$ cat config.mk
export PLATFORM = sky130hd
export DESIGN_NAME = csv_field_splitter
export DESIGN_NICKNAME = d
export VERILOG_FILES = /design/src/csv_pkg.sv /design/src/csv_cfg.sv /design/src/csv_parse.sv /design/src/csv_outq.sv /design/src/csv_field_splitter.sv
export SDC_FILE = /design/constraint.sdc
export NUM_CORES = 1
export LEC_CHECK = 0
export ABC_AREA = 1
export BUFFER_PORTS_ARGS = -buffer_cell sky130_fd_sc_hd__buf_2
export CAP_MARGIN = 0
export CORE_MARGIN = 2
export CORE_UTILIZATION = 38
export DETAILED_ROUTE_END_ITERATION = 12
export GPL_TIMING_DRIVEN = 0
export PLACE_DENSITY_LB_ADDON = 0.12
export SLEW_MARGIN = 20
export SYNTH_ARGS = -nofsm -noshare
export SYNTH_HDL_FRONTEND = slang
export SYNTH_SLANG_ARGS = --single-unit
$ cat constraint.sdc
create_clock -name clk_i -period 3 [get_ports clk_i]
set_input_delay 0.45 -clock clk_i [delete_from_list [all_inputs] [get_ports clk_i]]
set_output_delay 0.45 -clock clk_i [all_outputs]
set_load 0.02 [all_outputs]
$ cat src/csv_pkg.sv
package csv_pkg;

  localparam int unsigned CSV_ADDR_W = 3;
  localparam int unsigned CSV_DATA_W = 32;
  localparam logic [7:0]  CSV_SEP_RESET = 8'h00;

  typedef enum logic [1:0] {
    END_SEP   = 2'd0,
    END_LINE  = 2'd1,
    END_TEXT  = 2'd2,
    END_OPENQ = 2'd3
  } end_kind_e;

  typedef struct packed {
    logic [7:0] out_char;
    logic       has_char;
    logic       field_end;
    end_kind_e  end_kind;
  } csv_res_t;

endpackage

$ cat src/csv_cfg.sv
module csv_cfg (
  input  logic                            clk_i,
  input  logic                            rst_ni,
  input  logic                            psel,
  input  logic                            penable,
  input  logic                            pwrite,
  input  logic [csv_pkg::CSV_ADDR_W-1:0]  paddr,
  input  logic [csv_pkg::CSV_DATA_W-1:0]  pwdata,
  output logic [csv_pkg::CSV_DATA_W-1:0]  prdata,
  output logic                            pready,
  output logic [7:0]                      sep_o
);
  import csv_pkg::*;

  logic [7:0] sep_q;
  logic       sel_sep;

  assign pready  = 1'b1;
  assign sel_sep = (paddr[CSV_ADDR_W-1] == 1'b0);

  always_ff @(posedge clk_i or negedge rst_ni) begin
    if (!rst_ni) begin
      sep_q <= CSV_SEP_RESET;
    end else if (psel && penable && pwrite && pready && sel_sep) begin
      sep_q <= pwdata[7:0];
    end
  end

  always_comb begin
    prdata = '0;
    if (sel_sep) begin
      prdata = {{(CSV_DATA_W-8){1'b0}}, sep_q};
    end
  end

  assign sep_o = sep_q;

endmodule

$ cat src/csv_parse.sv
module csv_parse (
  input  logic              clk_i,
  input  logic              rst_ni,
  input  logic [7:0]        in_byte_i,
  input  logic              in_valid_i,
  output logic              in_ready_o,
  input  logic [7:0]        sep_i,
  input  logic              room_i,
  output logic              push_o,
  output csv_pkg::csv_res_t res_o
);
  import csv_pkg::*;

  localparam logic [7:0] CHR_NUL   = 8'h00;
  localparam logic [7:0] CHR_TAB   = 8'h09;
  localparam logic [7:0] CHR_LF    = 8'h0A;
  localparam logic [7:0] CHR_CR    = 8'h0D;
  localparam logic [7:0] CHR_QUOTE = 8'h22;
  localparam logic [7:0] CHR_COMMA = 8'h2C;
  localparam logic [7:0] CHR_SEMI  = 8'h3B;

  typedef enum logic [2:0] {
    MODE_START    = 3'd0,
    MODE_AFTER_CR = 3'd1,
    MODE_PLAIN    = 3'd2,
    MODE_QUOTED   = 3'd3,
    MODE_QSEEN    = 3'd4,
    MODE_SKIP     = 3'd5
  } mode_e;

  mode_e      mode_q, mode_d;
  logic       vld_q;
  logic [7:0] byte_q;
  logic       advance;
  logic       res_vld;
  csv_res_t   res;

  logic       is_sep, is_nul, is_quote, is_cr, is_lf;
  logic       plain_end;
  end_kind_e  plain_kind;
  mode_e      plain_next;

  assign is_nul   = (byte_q == CHR_NUL);
  assign is_quote = (byte_q == CHR_QUOTE);
  assign is_cr    = (byte_q == CHR_CR);
  assign is_lf    = (byte_q == CHR_LF);
  assign is_sep   = (sep_i != CHR_NUL) ? (byte_q == sep_i) :
                    ((byte_q == CHR_SEMI) || (byte_q == CHR_COMMA) || (byte_q == CHR_TAB));

  always_comb begin
    plain_end  = 1'b1;
    plain_kind = END_SEP;
    plain_next = MODE_START;
    if (is_sep) begin
      plain_kind = END_SEP;
    end else if (is_cr) begin
      plain_kind = END_LINE;
      plain_next = MODE_AFTER_CR;
    end else if (is_lf) begin
      plain_kind = END_LINE;
    end else begin
      plain_end = 1'b0;
    end
  end

  always_comb begin
    mode_d  = mode_q;
    res_vld = 1'b0;
    res     = '{out_char: 8'h00, has_char: 1'b0, field_end: 1'b0, end_kind: END_SEP};
    unique case (mode_q)
      MODE_PLAIN: begin
        if (is_nul) begin
          mode_d  = MODE_START;
          res_vld = 1'b1;
          res.field_end = 1'b1;
          res.end_kind  = END_TEXT;
        end else if (plain_end) begin
          mode_d  = plain_next;
          res_vld = 1'b1;
          res.field_end = 1'b1;
          res.end_kind  = plain_kind;
        end else begin
          res_vld = 1'b1;
          res.out_char = byte_q;
          res.has_char = 1'b1;
        end
      end
      MODE_QUOTED: begin
        if (is_nul) begin
          mode_d  = MODE_START;
          res_vld = 1'b1;
          res.field_end = 1'b1;
          res.end_kind  = END_OPENQ;
        end else if (is_quote) begin
          mode_d = MODE_QSEEN;
        end else begin
          res_vld = 1'b1;
          res.out_char = byte_q;
          res.has_char = 1'b1;
        end
      end
      MODE_QSEEN, MODE_SKIP: begin
        if (mode_q == MODE_QSEEN && is_quote) begin
          mode_d  = MODE_QUOTED;
          res_vld = 1'b1;
          res.out_char = byte_q;
          res.has_char = 1'b1;
        end else if (is_nul) begin
          mode_d  = MODE_START;
          res_vld = 1'b1;
          res.field_end = 1'b1;
          res.end_kind  = END_TEXT;
        end else if (plain_end) begin
          mode_d  = plain_next;
          res_vld = 1'b1;
          res.field_end = 1'b1;
          res.end_kind  = plain_kind;
        end else begin
          mode_d = MODE_SKIP;
        end
      end
      default: begin
        if (mode_q == MODE_AFTER_CR && is_lf) begin
          mode_d = MODE_START;
        end else if (is_nul) begin
          mode_d = MODE_START;
        end else if (is_quote) begin
          mode_d = MODE_QUOTED;
        end else if (plain_end) begin
          mode_d  = plain_next;
          res_vld = 1'b1;
          res.field_end = 1'b1;
          res.end_kind  = plain_kind;
        end else begin
          mode_d  = MODE_PLAIN;
          res_vld = 1'b1;
          res.out_char = byte_q;
          res.has_char = 1'b1;
        end
      end
    endcase
  end

  assign advance    = vld_q && (!res_vld || room_i);
  assign in_ready_o = !vld_q || advance;
  assign push_o     = advance && res_vld;
  assign res_o      = res;

  always_ff @(posedge clk_i or negedge rst_ni) begin
    if (!rst_ni) begin
      vld_q  <= 1'b0;
      mode_q <= MODE_START;
    end else begin
      if (in_valid_i && in_ready_o) begin
        vld_q <= 1'b1;
      end else if (advance) begin
        vld_q <= 1'b0;
      end
      if (advance) begin
        mode_q <= mode_d;
      end
    end
  end

  always_ff @(posedge clk_i) begin
    if (in_valid_i && in_ready_o) begin
      byte_q <= in_byte_i;
    end
  end

endmodule

$ cat src/csv_outq.sv
module csv_outq (
  input  logic              clk_i,
  input  logic              rst_ni,
  input  logic              push_i,
  input  csv_pkg::csv_res_t res_i,
  output logic              room_o,
  output logic              out_valid_o,
  input  logic              out_ready_i,
  output csv_pkg::csv_res_t res_o
);
  import csv_pkg::*;

  csv_res_t   mem_q [2];
  logic [1:0] cnt_q;
  logic       wr_q, rd_q;
  logic       pop;

  assign out_valid_o = (cnt_q != 2'd0);
  assign room_o      = (cnt_q != 2'd2);
  assign pop         = out_valid_o && out_ready_i;
  assign res_o       = mem_q[rd_q];

  always_ff @(posedge clk_i or negedge rst_ni) begin
    if (!rst_ni) begin
      cnt_q <= 2'd0;
      wr_q  <= 1'b0;
      rd_q  <= 1'b0;
    end else begin
      if (push_i) begin
        wr_q <= ~wr_q;
      end
      if (pop) begin
        rd_q <= ~rd_q;
      end
      if (push_i && !pop) begin
        cnt_q <= cnt_q + 2'd1;
      end else if (pop && !push_i) begin
        cnt_q <= cnt_q - 2'd1;
      end
    end
  end

  always_ff @(posedge clk_i) begin
    if (push_i) begin
      mem_q[wr_q] <= res_i;
    end
  end

endmodule

$ cat src/csv_field_splitter.sv
// CSV field splitter, one text byte per transfer.
// Input channel: in_byte_i with in_valid_i / in_ready_o; a byte of 0 ends
// the text. Output channel: out_char_o, has_char_o, field_end_o, end_kind_o
// with out_valid_o / out_ready_i; each byte gives at most one result, either
// a decoded character or a field-end marker carrying the end reason.
// Configuration: APB write of the separator byte at address 0; 0 selects
// semicolon, comma and tab together.
// Throughput: one byte per clock, sustained, while the receiver takes results.
// Path: a byte transferred in is held in the input register; the parse step
// reads it and writes its result into the two-entry output queue, which
// offers it on the output channel.
// Reset clears the parse state to field start, the separator to 0 and
// empties both stages. When the receiver stalls, the output queue holds up
// to two results and the input register one byte; in_ready_o then drops
// until results drain, and nothing is lost.
module csv_field_splitter (
  input  logic                            clk_i,
  input  logic                            rst_ni,
  input  logic [7:0]                      in_byte_i,
  input  logic                            in_valid_i,
  output logic                            in_ready_o,
  output logic [7:0]                      out_char_o,
  output logic                            has_char_o,
  output logic                            field_end_o,
  output logic [1:0]                      end_kind_o,
  output logic                            out_valid_o,
  input  logic                            out_ready_i,
  input  logic                            psel,
  input  logic                            penable,
  input  logic                            pwrite,
  input  logic [csv_pkg::CSV_ADDR_W-1:0]  paddr,
  input  logic [csv_pkg::CSV_DATA_W-1:0]  pwdata,
  output logic [csv_pkg::CSV_DATA_W-1:0]  prdata,
  output logic                            pready
);
  import csv_pkg::*;

  logic [7:0] sep;
  logic       room;
  logic       push;
  csv_res_t   res_in;
  csv_res_t   res_out;

  csv_cfg u_cfg (
    .clk_i   (clk_i),
    .rst_ni  (rst_ni),
    .psel    (psel),
    .penable (penable),
    .pwrite  (pwrite),
    .paddr   (paddr),
    .pwdata  (pwdata),
    .prdata  (prdata),
    .pready  (pready),
    .sep_o   (sep)
  );

  csv_parse u_parse (
    .clk_i      (clk_i),
    .rst_ni     (rst_ni),
    .in_byte_i  (in_byte_i),
    .in_valid_i (in_valid_i),
    .in_ready_o (in_ready_o),
    .sep_i      (sep),
    .room_i     (room),
    .push_o     (push),
    .res_o      (res_in)
  );

  csv_outq u_outq (
    .clk_i       (clk_i),
    .rst_ni      (rst_ni),
    .push_i      (push),
    .res_i       (res_in),
    .room_o      (room),
    .out_valid_o (out_valid_o),
    .out_ready_i (out_ready_i),
    .res_o       (res_out)
  );

  assign out_char_o  = res_out.out_char;
  assign has_char_o  = res_out.has_char;
  assign field_end_o = res_out.field_end;
  assign end_kind_o  = res_out.end_kind;

endmodule

# ---- After elaboration in Yosys (flattened, before gate mapping)
# Memory sizes are Yosys's and may differ from the RTL's.
# Cells that the tools add are included.
dict set report totals {
  reg_bits 24
  latchBits 0
  ram_bits 24
  romBits 0
  input_bits 50
  out_inout_bits 47
  wordCells 103
  mem_count 1
}
# memory depth width read_ports rd_clocked_by_memory_dff wr line_no
set mem_list {}
lappend mem_list {u_outq.mem_q 2 12 1 0 1 csv_outq.sv:13} ;# csv_res_t mem_q [2];
dict set report op_classes {
  add_sub_neg 2
  mul 0
  n_div 0
  magnitude_cmp 0
  n_eq_ne 15
  n_shift 0
  mux 49
  bitwise_logic 3
  reduce_logical 26
}
# cell n
set op_table {}
lappend op_table {{$mux W3} 16}
lappend op_table {{$mux W9} 5}
lappend op_table {{$mux W12} 3}
lappend op_table {{$pmux W12 S3} 1}
lappend op_table {{$eq A8 B4 Y1 const B} 3}
lappend op_table {{$eq A8 B6 Y1 const B} 3}
lappend op_table {{$mux W1} 17}
lappend op_table {{$logic_and A1 B1 Y1} 11}
lappend op_table {{$pmux W3 S3} 1}
lappend op_table {{$eq A8 B8 Y1} 1}
lappend op_table {{$logic_not A8 Y1} 1}
lappend op_table {{$mux W2} 4}
lappend op_table {{$mux W8} 1}
lappend op_table {{$reduce_bool A8 Y1} 1}
lappend op_table {{$eq A3 B2 Y1 const B} 2}
lappend op_table {{$eq A3 B3 Y1 const B} 2}
lappend op_table {{$ne A3 B1 Y1 const B} 2}
lappend op_table {{$reduce_bool A2 Y1} 3}
lappend op_table {{$logic_not A1 Y1} 4}
lappend op_table {{$logic_or A1 B1 Y1} 4}
lappend op_table {{$eq A3 B1 Y1 const B} 1}
lappend op_table {{$not A1 Y1} 3}
lappend op_table {{$pmux W1 S3} 1}
lappend op_table {{$reduce_and A3 Y1} 1}
lappend op_table {{other kinds (4)} 4}

# ---- Longest topological paths before layout
# Gate-level depths: netlist (run 1).
dict set report logic_depth {
  ltp_word 17
  mapped_depth 17
  mapped_depth_nobuf 17
}

# ---- Modules after synthesis
# A second synthesis (run 1) with hierarchy kept.
dict set report hier_totals {
  cells_unflattened 343
  hier_area_um2 2875.3
}
# mod instances cells_per_inst area_each_um2 seq_area_each_um2
set modules_own_cells {}
lappend modules_own_cells {csv_parse 1 172 1174.9 340.3}
lappend modules_own_cells {csv_outq 1 90 1091.0 820.8}
lappend modules_own_cells {csv_cfg 1 81 609.3 200.2}

# ---- Worst setup path after synthesis (run 1)
# OpenSTA, ideal clock, no wires.
dict set report synth_path {
  kind {reg2reg}
  start {register u_parse.byte_q[6]}
  end {memory u_outq.mem_q[1][0] in the netlist's numbering (enable)}
  setup_time_ps 380
  arrival_ps 2046
  required_ps 2620
  slack_ps 574
  path_stages_with_launch 12
  n_path_buf 1
  synth_period_minus_slack_ps 2426
  cell_sequence {edfxtp_1 > nor2_2 > inv_2 > nor2_4 > nand4_4 > or2_0 > buf_6 > nand4_4 > nand2_4 > nand2_4 > nand3_4 > nor2_1}
}
dict set report synth_via {
  elab_chain_cells 15
  word_cells_on_any_way 30
  cone_classes {eq/ne: 7; mux: 14; reduce/logical: 9}
}
# element line_no
set synth_rtl {}
lappend synth_rtl {{start: declaration} csv_parse.sv:33} ;# logic [7:0] byte_q;
lappend synth_rtl {{start signal: assignment} csv_parse.sv:167} ;# byte_q <= in_byte_i;
lappend synth_rtl {{$eq A8 B6 Y1} csv_parse.sv:48} ;# ((byte_q == CHR_SEMI) || (byte_q == CHR_COMMA) || (byte_q == CHR_TAB));
lappend synth_rtl {{$logic_or A1 B1 Y1 (2 in series)} csv_parse.sv:48}
lappend synth_rtl {{$mux W1} csv_parse.sv:47} ;# assign is_sep = (sep_i != CHR_NUL) ? (byte_q == sep_i) :
lappend synth_rtl {{$mux W1} csv_parse.sv:54} ;# if (is_sep) begin
lappend synth_rtl {{$mux W1} csv_parse.sv:113} ;# end else if (plain_end) begin
lappend synth_rtl {{$mux W1} csv_parse.sv:108} ;# end else if (is_nul) begin
lappend synth_rtl {{$mux W1} csv_parse.sv:103} ;# if (mode_q == MODE_QSEEN && is_quote) begin
lappend synth_rtl {{$pmux W1 S3 *} csv_parse.sv:70} ;# unique case (mode_q)
lappend synth_rtl {{$logic_not A1 Y1} csv_parse.sv:144} ;# assign advance = vld_q && (!res_vld || room_i);
lappend synth_rtl {{$logic_or A1 B1 Y1} csv_parse.sv:144}
lappend synth_rtl {{$logic_and A1 B1 Y1} csv_parse.sv:144}
lappend synth_rtl {{$logic_and A1 B1 Y1 *} csv_parse.sv:146} ;# assign push_o = advance && res_vld;
lappend synth_rtl {{$mux W1 *} csv_outq.sv:44} ;# if (push_i) begin
lappend synth_rtl {{$mux W1 (implied by the code) *} csv_outq.sv:45} ;# mem_q[wr_q] <= res_i;
lappend synth_rtl {{end: declaration} csv_outq.sv:13}
# Mark *: on every way between the ends. The rest lies on a longest branch, timed or not.

# ---- Worst setup path in the final report (run 1)
dict set report layout_path {
  start {register u_parse.byte_q[6]}
  end {output in_ready_o}
}
dict set report layout_via {
  elab_chain_cells 13
  word_cells_on_any_way 28
  cone_classes {eq/ne: 7; mux: 12; reduce/logical: 9}
}
# element line_no
set layout_rtl {}
lappend layout_rtl {{$eq A8 B6 Y1} csv_parse.sv:48}
lappend layout_rtl {{$logic_or A1 B1 Y1 (2 in series)} csv_parse.sv:48}
lappend layout_rtl {{$mux W1} csv_parse.sv:47}
lappend layout_rtl {{$mux W1} csv_parse.sv:54}
lappend layout_rtl {{$mux W1} csv_parse.sv:113}
lappend layout_rtl {{$mux W1} csv_parse.sv:108}
lappend layout_rtl {{$mux W1} csv_parse.sv:103}
lappend layout_rtl {{$pmux W1 S3 *} csv_parse.sv:70}
lappend layout_rtl {{$logic_not A1 Y1 *} csv_parse.sv:144}
lappend layout_rtl {{$logic_or A1 B1 Y1 *} csv_parse.sv:144}
lappend layout_rtl {{$logic_and A1 B1 Y1 *} csv_parse.sv:144}
lappend layout_rtl {{$logic_or A1 B1 Y1 *} csv_parse.sv:145} ;# assign in_ready_o = !vld_q || advance;
lappend layout_rtl {{end: declaration} csv_field_splitter.sv:21} ;# output logic in_ready_o,
# Marked as above.

==> run metrics, run 1 <==
status=finished, final reports clean; clock skew=slightly below 6 ps; crit share post-route=86.86%; setup TNS=0 ps; crit path DAT=2160 ps; number of port buffers=44; nets@finish=~450; top-area cell type share of the netlist area=34.70%; Avg Inst Size Synth=8.494 sq um; Core ar.=roughly 7100 sq um; Worst Tran Pin Value=approximately 640 ps; DR DRC count=0; Slew Limit Fails=0; DIE AREA=between 7000 and 8000 sq um; hold crit path type=primary input to asynchronous set/reset pin; M3 GR Usage=between 2 and 3%; most frequent cell after synthesis=nand2_1; grt ovf=0; later-pin clock latency in the skew report=about 300 ps; CTS tree=yes; Post-Route Utilization=roughly 46%; synth unique cells=33; Chip Width=between 80 and 90 microns; Num CTS Buffers=5; area growth from synthesis to layout=18.66%; critical path class=flop to primary output; antenna violations before repair=0; crit path time final=approximately 2600 ps; Routed Antenna Nets=0; Synth Area in Simple Gates=slightly below 30%; Final Hold Vio Count=0; Die Ht=89.36 microns; hold slack=70.86 ps; drt pass-1 iters=6; wire length per cell=~10 microns; Post-Syn Area=~2800 sq um; synth cell count leaders=nand2_1 (94), nor2_1 (41), inv_1 (35); global-route wire length before repair=about 8700 microns; largest net degree at the start of global routing=17; critical path's slowest cell=edfxtp_1; post-route setup slack=394.2 ps; via count=between 2000 and 2500; Worst path max stage delay=about 500 ps; vias in the first global route=between 1500 and 2000; post-place setup slack=about 75 ps; RSZ-0062 raised after global routing=no; P_leak=approximately 1.6 nW; CTS Sinks=between 40 and 50; warnings from Yosys=0; H-tree levels=2; adder-cell area share of the yosys netlist=less than 1%; Post-synth EDFFs=32; Setup Buffers After CTS=0; Max transition margin=about 57%; Synth Flop Type=edfxtp_1; Placer Congestion=0.8832; maximum vdd drop=about 0.28 mV; Required @ worst endpoint=between 2000 and 3000 ps; Max Cap Violations=0; # hold bufs at CTS=0; maximum fanout along the worst path=6; asr flop ratio synth=33.33%; Yosys reg bits=between 40 and 50; Post-DP HPWL=~4200 microns; Startpoint Class=flop; most used routing layer=met2; sequential share of the synthesized area=49.16%; Worst setup EP type=primary output; mux cell area share after synthesis=0%; CP delay by family, top=simple AND/OR/NAND/NOR gates; met2 Track Usage GR=between 20% and 30%; Fill cells=738; Synth Instances=about 330; Pwr Density=around 800 nW/um^2; n_diodes=0; compound-cell area share of the yosys netlist=~5.3%; Yosys top cell by area=edfxtp_1; Initial Utilization=38.80%; Synth Area in XOR/XNOR=under 10%; Post-Route WL=around 5200 microns; main combinational cell family by area after synthesis=simple AND/OR/NAND/NOR gates; maximum clock rate=around 0.38 GHz; GRT Total Usage=around 14%; global routing usage on met1=17.94%; Via-to-Cell Ratio=around 4.2; I/O pins=97; DRT iter0 DRCs=107; clock root cell=clkbuf_8; worst path buffer plus inverter count=3; dominant cells by area after synthesis=edfxtp_1 (35%), dfrtp_1 (14%), nand2_1 (13%), buf_4 (6.8%), nor2_1 (5.6%); share of cells above drive strength 1=between 20% and 30%; Max clock buf depth=2; critical-path cell list=nor2_2, inv_2, nor2_4, nand4_4, or2_0, buf_6, nand4_4, nand2_4, nand2_4, nand3_2, buf_2; clk slew on worst S/H paths=roughly 90 ps; Row Count=31; final setup fails=0
[metal layers]
layer / up-vias / part of all wire [%] / routed length (microns)
met5: - / 0 / 0
met4: 0 / 1.1 / 55
met3: 5 / 5.4 / 283
met2: 56 / 48 / 2511
met1: 899 / 46 / 2383
li1: 1129 / - / -
[layout by cell type, fill, tap and decap left out, types with 3 or more instances in the layout]
| cell type | instances |
|---|---|
| nand2_1 | 94 |
| buf_2 | 44 |
| nor2_1 | 40 |
| inv_1 | 35 |
| edfxtp_1 | 32 |
| buf_4 | 25 |
| conb_1 | 25 |
| dfrtp_1 | 16 |
| a21oi_1 | 12 |
| inv_2 | 9 |
| nand4_1 | 9 |
| nand3_1 | 8 |
| o21ai_0 | 5 |
| clkbuf_1 | 5 |
| clkbuf_8 | 5 |
| xnor2_1 | 4 |
| nor2_2 | 3 |
| nand2_2 | 3 |
| nand3_2 | 3 |
[metrics by stage]
stage | cells | power, mW | cell area, sq um
floorplan | 349 | 1.914 | 2855
global placement | 492 | 2.202 | 3199
detailed placement | 492 | 2.224 | 3199
CTS | 500 | 2.605 | 3283
global route | 500 | 2.791 | 3286
finish | 500 | 2.564 | 3286
[sequential cells by signal (all words and copies together), names as in the netlist]
name / count
u_outq.mem_q: 24
u_cfg.sep_o: 8
u_parse.byte_q: 8
u_parse.mode_q: 3
u_outq.cnt_q: 2
u_outq.rd_q: 1
u_outq.wr_q: 1
u_parse.vld_q: 1
[kinds of logic after synthesis]
kind of cell,Yosys count
buffers and inverters,74
DFF,48
adders and majority gates,1
AOI/OAI and AO/OA,24
and+or+nand+nor,171
xor gates and xnor gates,6
other,2
[worst paths after layout]
path	start	to	slack, ps	cells past startpoint
hold reg to reg	u_outq.cnt_q[0]	u_outq.cnt_q[0]	510	1
setup / recovery	u_parse.byte_q[6]	in_ready_o	390	11
min in group clk_i	in_byte_i[6]	u_parse.byte_q[6]	320	1
max in group asynchronous	rst_ni	u_cfg.sep_o[7]	2630	1
setup reg to reg	u_parse.byte_q[6]	u_outq.mem_q[1][3]	420	11
hold / removal	rst_ni	u_outq.cnt_q[0]	70	1
[cell type report]
cell class | count | area, sq um | area share (%)
Buffer | 30 | 214.0 | 6.512
Clock buffer | 6 | 72.57 | 2.209
Clock inverter | 2 | 11.26 | 0.3427
Inverter | 44 | 165.2 | 5.027
Multi-Input combinational cell | 227 | 1117 | 34.01
Sequential cell | 48 | 1361 | 41.43
Tap cell | 99 | 123.9 | 3.770
Timing Repair Buffer | 44 | 220.2 | 6.702
[report_power, final]
part           total [mW]  leakage (nW)  internal (mW)  switching, mW
logic                1.14          1.13          0.366          0.770
registers            1.06         0.484          0.954          0.103
clock network       0.370        0.0388          0.162          0.209
total                2.56          1.65           1.48           1.08
[worst register-to-register path: stages (launching register included)]
cell	delay [ps]
edfxtp_1	500
nor2_2	180
inv_2	70
nor2_4	110
nand4_4	110
or2_0	240
buf_6	140
nand4_4	100
nand2_4	60
nand2_4	90
nand3_4	100
nor2_2	520
[repair_timing]
item,CTS,global route
endpoints found under the hold margin,0,0
setup endpoints to repair,0,12
resized for setup,0,1
Note: power is estimated with default switching activity, not from simulation.
==> inputs of run 2 (changes only) <==
- CORE_ASPECT_RATIO: default -> 0.5
- SLEW_MARGIN: 20 -> default
- clock period: 3 -> 2.5 ns (I/O delays scaled with it)
==> run 2 against run 1 <==
Clock-buffer cell count down 1. Worst hold slack got worse by 65 ps. Worst setup slack worse by 330 ps. Sequential share of layout area is 2.6 points lower. First-iteration DRC count down 8.4%. Combinational power rose by 35%. Cell area rose by 6.7%. Routed wire length increased by 18%. Die area increased by 0.52%. Core utilization grew 5.1 points. Via count grew 7.0%. Critical path depth unchanged. Highest routed layer unchanged.
==> run metrics, run 2 (same netlist as run 1, synthesis figures left out) <==
status=finished, final reports clean; share of cells above drive strength 1=roughly a third; Post-Route WL=~6200 microns; clock skew=4.416 ps; hold crit path type=primary input to asynchronous set/reset pin; number of port buffers=44; commonest non-fill, non-tap cells in the layout=nand2_1 (92), buf_2 (43), buf_4 (40); P_leak=around 1.8 nW; crit path time final=between 2000 and 2500 ps; Startpoint Class=flop; DR DRC count=0; commonest non-fill, non-tap cell in the layout=nand2_1; Internal=2.029 mW; CTS tree=yes; Chip Width=124.7 microns; reg2reg setup slack=between 100 and 150 ps; drt pass-1 iters=4; I/O pins=97; Initial Utilization=between 40 and 50%; Setup crit start=u_parse.byte_q[7]; final setup fails=0; Row Count=21; post-place setup slack=-421.8 ps; clock power share=18.7%; reg2reg end=u_outq.cnt_q[1]; later-pin clock latency in the skew report=around 280 ps; Max clock buf depth=2; crit share post-route=97.46%; grt ovf=0; n_diodes=0; sequential share of power=36.8%; Tot Pwr=between 3 and 4 mW; Layout Cells excl Fill=about 500; Final Hold Vio Count=0; switching share of power=41.22%; R2R cell count=15; global-route wire length before repair=between 10000 and 15000 microns; maximum vdd drop=0.3253 mV; critical path class=flop to primary output; Via-to-Cell Ratio=between 4 and 5; Die Ht=~64 microns; clock root cell=clkbuf_16; Required @ worst endpoint=2120 ps; Pwr Density=984.4 nW/um^2; Core ar.=approximately 6900 sq um; Fill cells=677; Sw Pwr=1.423 mW; clk slew on worst S/H paths=70 ps; Placer Congestion=a little under 0.9; FF-to-FF Start=u_parse.byte_q[7]; crit path DAT=approximately 2000 ps; maximum clock rate=a little over 0.4 GHz; max FFs per register=24; maximum fanout along the worst path=3; largest net degree at the start of global routing=17; area growth from synthesis to layout=26.66%; Finished Cell Area=about 3500 sq um; wire length per cell=about 12 microns; GRT Total Usage=between 10% and 20%; CTS Sinks=48; DIE AREA=8027 sq um; Num CTS Buffers=5; post-route setup slack=around 64 ps; vias in the first global route=~2100; Post-DP HPWL=4716 microns; Comb power frac=between 40% and 50%; H-tree levels=2; nets@finish=466; Post-Route Utilization=51.14%; Worst setup EP type=primary output; placed inst area=between 3000 and 4000 sq um; DRT iter0 DRCs=roughly 100; RSZ-0062 raised after global routing=yes; antenna violations before repair=0; Slew Limit Fails=0; Max Cap Violations=0; Largest Register=u_outq.mem_q; via count=2235; placed cell count=485; Routed Antenna Nets=0
==> run 2: repair_timing <==
item,CTS,global route
hold buffers,0,0
endpoints found under the setup margin,14,34
pin swaps,0,7
buffers inserted,6,9
gates resized for setup,2,15
==> run 2: worst max-delay path by stage <==
stage | endpoint | slack (ps) | depth (start not counted)
3_5_place_dp | u_outq.mem_q[1][2] | -420 | 11
5_1_grt | u_outq.cnt_q[1] | -80 | 17
4_1_cts | u_outq.cnt_q[1] | 1 | 14
2_1_floorplan | u_outq.mem_q[1][0] | 70 | 11
6_report | in_ready_o | 60 | 11
3_3_place_gp | u_outq.mem_q[1][9] | -440 | 11
==> run 2: cell type report <==
cell class	count	area (sq um)	share of cell area [%]
Buffer	30	214.0	6.101
Clock inverter	3	18.77	0.5351
Timing Repair Buffer	59	339.1	9.668
Inverter	44	165.2	4.709
Sequential cell	48	1361	38.82
Clock buffer	5	125.1	3.568
Multi-Input combinational cell	227	1169	33.32
Tap cell	92	115.1	3.282
==> run 2: power by group through the flow <==
stage | Clock (mW) | Sequential [mW] | Combinational, mW
3_3_place_gp | 0 | 1.29 | 1.37
5_1_grt | 0.711 | 1.30 | 1.71
3_5_place_dp | 0 | 1.30 | 1.40
4_1_cts | 0.660 | 1.27 | 1.44
6_report | 0.646 | 1.27 | 1.54
2_1_floorplan | 0 | 1.26 | 1.04
==> run 2: stage by stage <==
step | setup TNS (ps) | hold slack [ps]
detailed placement | -5094 | 316.6
global placement | -5322 | 307.7
CTS | 0 | 13.86
finish | 0 | 5.819
floorplan | 0 | 79.41
global route | -155.2 | 26.01
==> run 2: routing by layer <==
layer	track usage (%)	routed length [microns]	vias up
met4	3.371	40	0
met1	21.76	3030	988
met3	3.853	397	5
met2	25.96	2710	77
met5	0	0	-
li1	-	-	1165
==> run 2: worst max-delay path, stage by stage (launching register included) <==
cell	delay (ps)
edfxtp_1	410
nor2_2	170
inv_2	80
nor2_4	130
nand4_4	110
or2_1	250
buf_6	130
nand4_4	70
nand2_4	60
nand2_4	110
nand3_4	90
buf_6	160
